## src/hw/rtl/scru_pkg.sv

```systemverilog
`default_nettype none
// ----------------------------------------------------------------------------
// scru_pkg
// shared types, constants and codes of the simplex code rank / unrank block
// ----------------------------------------------------------------------------
package scru_pkg;

  // table geometry
  localparam int MAX_POINTS = 256;
  localparam int MAX_K      = 8;
  localparam int N_W        = $clog2(MAX_POINTS + 1);  // row index 0..MAX_POINTS
  localparam int K_W        = $clog2(MAX_K + 1);       // column index 0..MAX_K
  localparam int DEPTH      = MAX_POINTS + 1;

  // fixed field widths
  localparam int LABEL_W  = 16;
  localparam int CODE_W   = 63;
  localparam int BIN_W    = 64;
  localparam int DIM_W    = 3;
  localparam int VERTEX_W = 8;
  localparam int STATUS_W = 3;
  localparam int CNT_W    = 9;
  localparam int SIZE_W   = 4;
  localparam int OFF_W    = 16;

  // configuration port
  localparam int PADDR_W = 4;
  localparam int PDATA_W = 32;

  localparam logic [BIN_W-1:0] BIN_SAT = {1'b1, {(BIN_W-1){1'b0}}};

  // register indexes
  localparam logic [1:0] REG_VERTEX_COUNT  = 2'd0;
  localparam logic [1:0] REG_MAX_SET_SIZE  = 2'd1;
  localparam logic [1:0] REG_VERTEX_OFFSET = 2'd2;

  localparam logic [CNT_W-1:0]  VERTEX_COUNT_RST  = CNT_W'(256);
  localparam logic [SIZE_W-1:0] MAX_SET_SIZE_RST  = SIZE_W'(8);
  localparam logic [OFF_W-1:0]  VERTEX_OFFSET_RST = '0;

  // operations and result kinds
  localparam logic OP_ENCODE   = 1'b0;
  localparam logic OP_DECODE   = 1'b1;
  localparam logic KIND_CODE   = 1'b0;
  localparam logic KIND_VERTEX = 1'b1;

  // status codes
  localparam logic [STATUS_W-1:0] ST_OK       = 3'd0;
  localparam logic [STATUS_W-1:0] ST_OVERFLOW = 3'd1;
  localparam logic [STATUS_W-1:0] ST_RANGE    = 3'd2;
  localparam logic [STATUS_W-1:0] ST_ORDER    = 3'd3;
  localparam logic [STATUS_W-1:0] ST_SIZE     = 3'd4;

  typedef struct packed {
    logic               operation;
    logic [LABEL_W-1:0] vertex_label;
    logic               last_vertex;
    logic [CODE_W-1:0]  code_in;
    logic [DIM_W-1:0]   dimension;
  } item_t;

  typedef struct packed {
    logic                kind;
    logic [CODE_W-1:0]   code_out;
    logic [VERTEX_W-1:0] vertex_out;
    logic                last_result;
    logic [STATUS_W-1:0] status;
  } result_t;

  typedef struct packed {
    logic [CNT_W-1:0]  vertex_count;
    logic [SIZE_W-1:0] max_set_size;
    logic [OFF_W-1:0]  vertex_offset;
  } cfg_t;

  // one table row: C(n, 0..MAX_K)
  typedef logic [MAX_K:0][BIN_W-1:0] row_t;

  typedef enum logic [1:0] {
    RD_VERTEX,
    RD_COUNT,
    RD_MID,
    RD_HIGH
  } rd_src_t;

  typedef enum logic [1:0] {
    OUT_CODE,
    OUT_VERTEX,
    OUT_SIZE_ERR,
    OUT_RANGE_ERR
  } out_sel_t;

  typedef struct packed {
    logic     fill;
    logic     load;
    rd_src_t  rd_src;
    logic     enc_update;
    logic     enc_clear;
    logic     dec_start;
    logic     search_step;
    logic     dec_sub;
    logic     dec_next;
    logic     out_load;
    out_sel_t out_sel;
  } cmd_t;

  typedef struct packed {
    logic fill_done;
    logic in_decode;
    logic last_vertex;
    logic size_bad;
    logic range_bad;
    logic search_more;
    logic last_k;
    logic out_free;
  } stat_t;

endpackage
`default_nettype wire

```

## src/hw/rtl/scru_ctrl.sv

```systemverilog
`default_nettype none
// ----------------------------------------------------------------------------
// scru_ctrl
// sequencer for table fill, encode steps and the decode binary searches
// ----------------------------------------------------------------------------
module scru_ctrl (
  input  wire logic            clk,
  input  wire logic            rst,
  input  wire logic            item_valid,
  output logic                 item_ready,
  input  wire scru_pkg::stat_t st,
  output scru_pkg::cmd_t       cmd
);

  typedef enum logic [3:0] {
    S_FILL,
    S_IDLE,
    S_ENC_RD,
    S_ENC_UPD,
    S_ENC_EMIT,
    S_DEC_CHK,
    S_DEC_RANGE,
    S_DEC_RD,
    S_DEC_CMP,
    S_DEC_SUB,
    S_DEC_EMIT,
    S_ERR_SIZE,
    S_ERR_RANGE
  } state_t;

  state_t state;
  state_t state_next;

  assign item_ready = (state == S_IDLE);

  always_comb begin
    state_next = state;
    cmd        = '0;
    case (state)
      S_FILL: begin
        cmd.fill = 1'b1;
        if (st.fill_done) begin
          state_next = S_IDLE;
        end
      end
      S_IDLE: begin
        if (item_valid) begin
          cmd.load   = 1'b1;
          state_next = st.in_decode ? S_DEC_CHK : S_ENC_RD;
        end
      end
      S_ENC_RD: begin
        cmd.rd_src = scru_pkg::RD_VERTEX;
        state_next = S_ENC_UPD;
      end
      S_ENC_UPD: begin
        cmd.enc_update = 1'b1;
        state_next     = st.last_vertex ? S_ENC_EMIT : S_IDLE;
      end
      S_ENC_EMIT: begin
        if (st.out_free) begin
          cmd.out_load  = 1'b1;
          cmd.out_sel   = scru_pkg::OUT_CODE;
          cmd.enc_clear = 1'b1;
          state_next    = S_IDLE;
        end
      end
      S_DEC_CHK: begin
        cmd.rd_src = scru_pkg::RD_COUNT;
        state_next = st.size_bad ? S_ERR_SIZE : S_DEC_RANGE;
      end
      S_DEC_RANGE: begin
        if (st.range_bad) begin
          state_next = S_ERR_RANGE;
        end else begin
          cmd.dec_start = 1'b1;
          state_next    = S_DEC_RD;
        end
      end
      S_DEC_RD: begin
        cmd.rd_src = st.search_more ? scru_pkg::RD_MID : scru_pkg::RD_HIGH;
        state_next = st.search_more ? S_DEC_CMP : S_DEC_SUB;
      end
      S_DEC_CMP: begin
        cmd.search_step = 1'b1;
        state_next      = S_DEC_RD;
      end
      S_DEC_SUB: begin
        cmd.dec_sub = 1'b1;
        state_next  = S_DEC_EMIT;
      end
      S_DEC_EMIT: begin
        if (st.out_free) begin
          cmd.out_load = 1'b1;
          cmd.out_sel  = scru_pkg::OUT_VERTEX;
          cmd.dec_next = 1'b1;
          state_next   = st.last_k ? S_IDLE : S_DEC_RD;
        end
      end
      S_ERR_SIZE: begin
        if (st.out_free) begin
          cmd.out_load = 1'b1;
          cmd.out_sel  = scru_pkg::OUT_SIZE_ERR;
          state_next   = S_IDLE;
        end
      end
      S_ERR_RANGE: begin
        if (st.out_free) begin
          cmd.out_load = 1'b1;
          cmd.out_sel  = scru_pkg::OUT_RANGE_ERR;
          state_next   = S_IDLE;
        end
      end
      default: begin
        state_next = S_IDLE;
      end
    endcase
  end

  always_ff @(posedge clk) begin
    if (rst) begin
      state <= S_FILL;
    end else begin
      state <= state_next;
    end
  end

  a_load_needs_room: assert property (@(posedge clk) disable iff (rst)
    cmd.out_load |-> st.out_free)
    else $error("result loaded while the result register is occupied");

  a_sub_after_search: assert property (@(posedge clk) disable iff (rst)
    (state == S_DEC_SUB) |-> !st.search_more)
    else $error("subtract step entered with search interval still open");

  a_cmp_follows_read: assert property (@(posedge clk) disable iff (rst)
    (state == S_DEC_CMP) |-> $past(st.search_more))
    else $error("compare step without a midpoint read");

  a_emit_after_update: assert property (@(posedge clk) disable iff (rst)
    (state == S_ENC_EMIT) |-> ($past(state) == S_ENC_UPD || $past(state) == S_ENC_EMIT))
    else $error("code result without a preceding accumulate step");

endmodule
`default_nettype wire

```

## config.mk

```make
export PLATFORM = sky130hd
export DESIGN_NAME = scru_ctrl
export DESIGN_NICKNAME = d
export VERILOG_FILES = /design/src/hw/rtl/scru_pkg.sv /design/src/hw/rtl/scru_ctrl.sv
export SDC_FILE = /design/constraint.sdc
export NUM_CORES = 1
export LEC_CHECK = 0
export BUFFER_PORTS_ARGS = -buffer_cell sky130_fd_sc_hd__buf_2
export CORE_MARGIN = 4
export CORE_UTILIZATION = 40
export DETAILED_ROUTE_END_ITERATION = 10
export PLACE_DENSITY = 0.79
export SYNTH_ARGS = -nofsm -noshare
export SYNTH_HDL_FRONTEND = slang
export SYNTH_SLANG_ARGS = --single-unit
export TNS_END_PERCENT = 10
```

## constraint.sdc

```tcl
create_clock -name clk -period 1.45 [get_ports clk]
set_clock_uncertainty 0.1 [all_clocks]
set_input_delay 0.29 -clock clk [delete_from_list [all_inputs] [get_ports clk]]
set_output_delay 0.29 -clock clk [all_outputs]
set_load 0.005 [all_outputs]
```

# == Word level (Yosys, flattened, before mapping) ==
# Index checks and enable logic that the tools add are counted.
# word_totals
regBits,4
latch_bits,0
mem_bits_rw,0
rom_bits,0
inputBits,11
wordCells,49
n_memories,0
# op_classes
addsub,0
multipliers,0
n_div,0
magnitude_cmp,0
eq_ne,16
shifts,0
n_mux,29
n_bitwise,0
reduce_logical,3
# op_table
operator,n
$pmux W4 S11,1
$mux W4,7
$eq A4 B4 Y1 const B,5
$mux W3,6
$eq A4 B3 Y1 const B,4
$mux W1,13
$pmux W3 S4,1
$eq A4 B2 Y1 const B,2
$ne A2 B2 Y1 const B,3
$eq A4 B1 Y1 const B,1
$logic_not A4 Y1,1
$pmux W2 S2,1
$reduce_and A4 Y1,1
$reduce_or A3 Y1,1
$ne A2 B1 Y1 const B,1

# == Depth between registers and ports, before layout ==
# Gate-level depths: netlist of the first run.
# logic_depth
word_depth,4
depth_mapped,7
depth_no_buf,5

# == Worst setup path before layout of the first run ==
# No wires, ideal clock.
# synth_path
path_kind,register -> output
from,reg state[0]
to,out cmd[11] in the netlist's numbering
arrival_ns,1.034
required_time_ns,1.060
slack_ns,0.026
path_stages_with_launch,6
n_path_buf,2
path_cell_list,dfxtp_1 buf_6 buf_4 nand2_1 nor3_2 and2_1
# synth_lines
item,line_no,rtl
"start, declared",scru_ctrl.sv:31,state_t state;
"start signal, assigned",scru_ctrl.sv:124,state <= state_next;
"end, declared",scru_ctrl.sv:12,output scru_pkg::cmd_t cmd

==> results.toml, run 1 <==
[outcome]
status = "complete, but fails checks"
violations = "setup timing"

[clocking]
clk_latency_ns = 0.23
cts_buffers = 3
cts_buffer_depth = 2
htreeDepth = 1
cts_sinks = 4
cts_tree = "done"
clkTransAtPathRegs_ns = 0.04
cts_root_buf = "clkbuf_4"

[synthesis]
avgSynthCellArea_um2 = 6.616
ys_ff_latch = 4
yosys-top-cells-area = "dfxtp_1 14%, a21oi_1 10%, nand2_1 7.2%, buf_6 5.9%, nor2_1 5.2%"
yosysTopAreaCellShare_pct = 13.91
synth_top_cell_by_area = "dfxtp_1"
syn-instance-count = 87
synth_area_um2 = 575.6
synthArstFlopShare_pct = 0
synth_nets = 98
post-synth-top-count-cell = "a21oi_1"
seq_area_frac_synth_pct = 13.91
synth.distinct_cells = 31
synth_edf_count = 0
yosys_most_used_dff = "dfxtp_1"
ys_warn_count = 0
ys_top_cells_by_count = "12 x a21oi_1, 11 x nand2_1, 8 x nor2_1"

[sta]
finalCritPeriodShare_pct = 108.8
finalMaxSlewViolations = 0
setup_violations = 16
hold_viol_final = 0
worst_slew_pin_slew_ns = 0.2945
slew_headroom_pct = 80.16
min_period_ns = 1.578
rsz0062_at_grt = "yes"
setup_ws_ns = -0.1279
max_freq_mhz = 633.8

[power]
totalPowerFinal_uw = 496.0
irDropWorstVdd_v = 0.0003467
clockPowerShare_pct = 27.5
pwr-share-comb_pct = 47.7
power_density_nw_per_um2 = 498.6
p_switching_uw = 171.9
p_leak_uw = 0.0004572
pwr-share-seq_pct = 24.9
p_int_uw = 324.0
p_sw_share_pct = 34.67

[die]
io_pins = 25
dieArea_um2 = 2110
core_um2 = 1334
die-height_um = 45.93
fp-row-count = 13
die_w_um = 45.93
initial_core_util_pct = 43.15

[critical_path]
startpoint = "state[1]"
crit_arrival_ns = 1.19
critPathKind = "flop to output port"
r2r_end = "state[0]"
worstSetupEndpointType = "output port"
cp_max_fo = 5
reg2reg_setup_slack_ns = -0.07
slowest_stage = "dfxtp_4"
crit_path_start_kind = "flop"
r2r-start = "state[0]"
required_ns = 1.06
r2r_cells = 6
critPathMaxStageDelay_ns = 0.37
path_cells = "buf_4 > inv_6 > nor4_1 > buf_2"

[detailed_routing]
vias = 858
drt_wl_total_um = 2268
drt_drc_violations_left = 0
via_per_inst = 5.837
drt_pass1_iterations = 4
wl_per_cell_um = 15.43
drt_iter0_drc = 25
ant_nets = 0

[place]
place_hpwl_um = 1534
portBuffers = 24
globalplace.congestion = 0.8649

[worst_hold_path]
min-delay-start = "rst"
min_path_cells = 2
hold_path_end = "state[3]"
hp-class = "primary input to flop"

[global_routing]
grt_pass1_vias = 763
antenna_found_initial = 0
grt-ovfl-total = 0
grt_usage_pct = 22.00
grt_pass1_wl_um = 3394
grt_max_degree = 12

[cells_and_area]
largest_reg_flops = 4
post-route-util_pct = 74.58
area_delta_synth_final_pct = 72.83
regMostFlops = "state"
drive_gt1_share_pct = 60.61
top_regs = "state: 4 flops"
fin_nets = 145
antenna_cells = 0

[flow_run]
maxCapViolations = 0
## area by class of cell
class                           instances  area, um2
Inverter                                5      23.77
Sequential cell                         4      95.09
Tap cell                               15      18.77
Fill cell                             104      339.1
Multi-Input combinational cell         70      499.2
Clock buffer                            3      22.52
Timing Repair Buffer                   50      335.3
## worst max-delay path by stage
stage,end,slack (ns),depth (start not counted)
2_1_floorplan,cmd[11],0.03,5
3_3_place_gp,state[0],-0.05,6
3_5_place_dp,state[0],-0.11,6
4_1_cts,cmd[1],-0.11,4
5_1_grt,cmd[3],-0.20,4
6_report,cmd[3],-0.13,4
## layer usage
metal | up-vias | GRT usage (%) | share of wire, %
li1 | 405 | - | -
met1 | 412 | 25.99 | 41
met2 | 39 | 40.38 | 53
met3 | 2 | 1.186 | 5.3
met4 | 0 | 8.523 | 0.62
met5 | - | 0 | 0
## cells by family (layout without fill, tap and decap cells)
family / count (synthesis) / after routing / synth area share [%]
simple gates: 38 / 38 / 34.56
xor+xnor: 1 / 1 / 1.522
compound gates: 31 / 31 / 35.65
flops: 4 / 4 / 13.91
buf+inv: 13 / 58 / 14.35
## repair_timing
item / CTS / global route
setup endpoints to repair: 17 / 18
buffers inserted: 7 / 1
pin swaps: 6 / 6
hold buffers: 0 / 0
gates resized for setup: 19 / 19
gates cloned: 0 / 0
## power by group through the flow
stage	registers, uW	clock network [uW]	logic (uW)
finish	123	136	236
global route	124	150	257
CTS	125	141	219
detailed placement	132	0	188
global placement	130	0	182
floorplan	122	0	119
## cell usage in the layout (no fill, tap or decap), types with 2 or more instances in the layout
master / instances
a21oi_2: 3
nand2b_1: 2
a21oi_1: 9
dfxtp_4: 4
buf_2: 24
nand2_2: 4
nor3_2: 2
nor4_1: 3
a22oi_2: 2
buf_6: 3
a31o_2: 2
buf_4: 21
o22ai_1: 3
o21ai_0: 3
inv_1: 3
nor2_1: 6
nor3_1: 3
and3_1: 2
nand2_1: 6
clkbuf_4: 3
## stage by stage
step | instances | hold WS, ns | TNS (ns) | area (um2) | setup slack [ns]
finish | 147 | 0.1736 | -1.170 | 994.7 | -0.1279
global route | 147 | 0.1762 | -2.177 | 994.7 | -0.2030
CTS | 146 | 0.1657 | -1.111 | 925.9 | -0.1103
detailed placement | 137 | 0.4182 | -0.4373 | 805.8 | -0.1110
global placement | 137 | 0.4180 | -0.1665 | 805.8 | -0.04724
floorplan | 87 | 0.2591 | 0 | 575.6 | 0.02583
## critical path: cells and delay by family (launching register included)
kind / cells / cell delay [ns]
AND/OR/NAND/NOR: 1 / 0.24
flip-flops: 1 / 0.37
buffers and inverters: 3 / 0.34
Note: power is estimated with default switching activity, not from simulation.
==> run 2: changes to the inputs <==
CORE_UTILIZATION = 44   (was 40)
MAX_ROUTING_LAYER = met4   (was not set)
PLACE_DENSITY = 0.85   (was 0.79)
==> results.toml, run 2 (synthesis gave the netlist of run 1 again) <==
[place]
globalplace.congestion = 0.9293
portBuffers = 24
dp_cells = 136
place_hpwl_um = 1511

[critical_path]
critPathKind = "flop to output port"
r2r-start = "state[2]"
startpoint = "state[1]"
reg2reg_setup_slack_ns = -0.11
crit_path_start_kind = "flop"
worstSetupEndpointType = "output port"
r2r_end = "state[0]"
cp_max_fo = 9
r2r_cells = 7
crit_arrival_ns = 1.25
cp-endpoint = "cmd[12]"
required_ns = 1.06

[sta]
setup_violations = 18
hold_viol_final = 0
min_period_ns = 1.640
finalMaxSlewViolations = 0
setup_ws_ns = -0.1904
finalCritPeriodShare_pct = 113.1
whs_ns = 0.1688
slew_headroom_pct = 77.09
tns_ns = -1.747
max_freq_mhz = 609.6
worst_slew_pin_slew_ns = 0.3406
rsz0062_at_grt = "yes"

[cells_and_area]
top_regs = "state: 4 flops"
fillCellCount = 53
regMostFlops = "state"
multiInputGateArea_um2 = 541.8
antenna_cells = 0
final_common_cell = "buf_2"
layout.cells.non_filler = 145
post-route-util_pct = 89.74
largest_reg_flops = 4
fin_nets = 144
area_delta_synth_final_pct = 82.61
most-common-layout-cells = "24 x buf_2, 16 x buf_4, 10 x a21oi_1"
drive_gt1_share_pct = 64.12
regArea_um2 = 95.09

[global_routing]
grt_max_degree = 10
antenna_found_initial = 0
grt-ovfl-total = 0
grt_pass1_vias = 791
grt_usage_pct = 24.51
grt_pass1_wl_um = 3539

[detailed_routing]
m1WireLength_um = 1022
drt_wl_total_um = 2871
vias = 920
via_per_inst = 6.345
drt_drc_violations_left = 0
wl_per_cell_um = 19.80
top_layer = "met4"
ant_nets = 0
drt_iter0_drc = 40
met3_length_um = 248
wl_met2_um = 1409
drt_pass1_iterations = 5

[die]
dieArea_um2 = 1951
io_pins = 25
initial_core_util_pct = 49.15
die-height_um = 44.17
fp-row-count = 12
core_um2 = 1171
die_w_um = 44.17

[clocking]
cts_buffers = 3
cts_sinks = 4
clk_latency_ns = 0.24
cts_tree = "done"
cts_buffer_depth = 2
clkTransAtPathRegs_ns = 0.04
htreeDepth = 1
hold_buffers = 0
cts_root_buf = "clkbuf_4"

[worst_hold_path]
hp-class = "primary input to flop"
min-delay-start = "rst"

[outcome]
violations = "setup timing"
status = "complete, but fails checks"

[power]
p_leak_uw = 0.0004698
power_density_nw_per_um2 = 516.4
irDropWorstVdd_v = 0.0005316

[flow_run]
maxCapViolations = 0
run 2: changes by cell type in the layout (fill, tap and decap cells not counted), moves of 2 or more:
cell / before / now
buf_6: 3 / 8
inv_4: 0 / 2
nor4_1: 3 / 1
nor4_4: 0 / 2
buf_4: 21 / 16
run 2: critical path, stage by stage (launching register included):
cell and delay (ns):
dfxtp_4 0.38, buf_6 0.14, nor4_2 0.31, buf_2 0.18
run 2: what timing repair did:
action	in CTS	in global routing
buffers inserted	4	2
pin swaps	3	9
endpoints found under the hold margin	0	0
gates resized for setup	24	28
cloned	0	0
endpoints found under the setup margin	18	17
run 2: layer usage:
metal  up-vias  GRT usage (%)
li1        403              -
met1       405          27.47
met5         -              -
met2        88          43.60
met4         0          7.229
met3        24          4.472
run 2: worst min-delay path by stage:
stage,cells past startpoint,slack [ns],endpoint
floorplan,1,0.26,state[0]
global placement,2,0.41,state[0]
detailed placement,2,0.42,state[1]
CTS,2,0.17,state[1]
global route,2,0.18,state[0]
finish,2,0.17,state[0]
run 2: through the flow:
step           total power [uW]  setup WS [ns]  cell area (um2)
3_5_place_dp              325.2        -0.1991            804.5
5_1_grt                   567.1        -0.2198             1051
2_1_floorplan             241.2        0.02583            575.6
3_3_place_gp              319.0        -0.1041            804.5
6_report                  542.7        -0.1904             1051
4_1_cts                   483.0        -0.1121            933.4
run 2: cell type report:
cell class              instances  area share (%)
clock buffers                   3           2.143
multi-input cells              70           51.55
flip-flops and latches          4           9.048
inverters                       5           2.262
well taps                      14           1.667
repair buffers                 49           33.33
run 2: where the power goes:
part           switching (uW)  total (uW)  internal, uW  leakage [uW]
combinational             143         276           133      0.000420
clock                    47.5         140          92.7     0.0000138
sequential               13.3         127           113     0.0000355
total                     204         543           339      0.000470
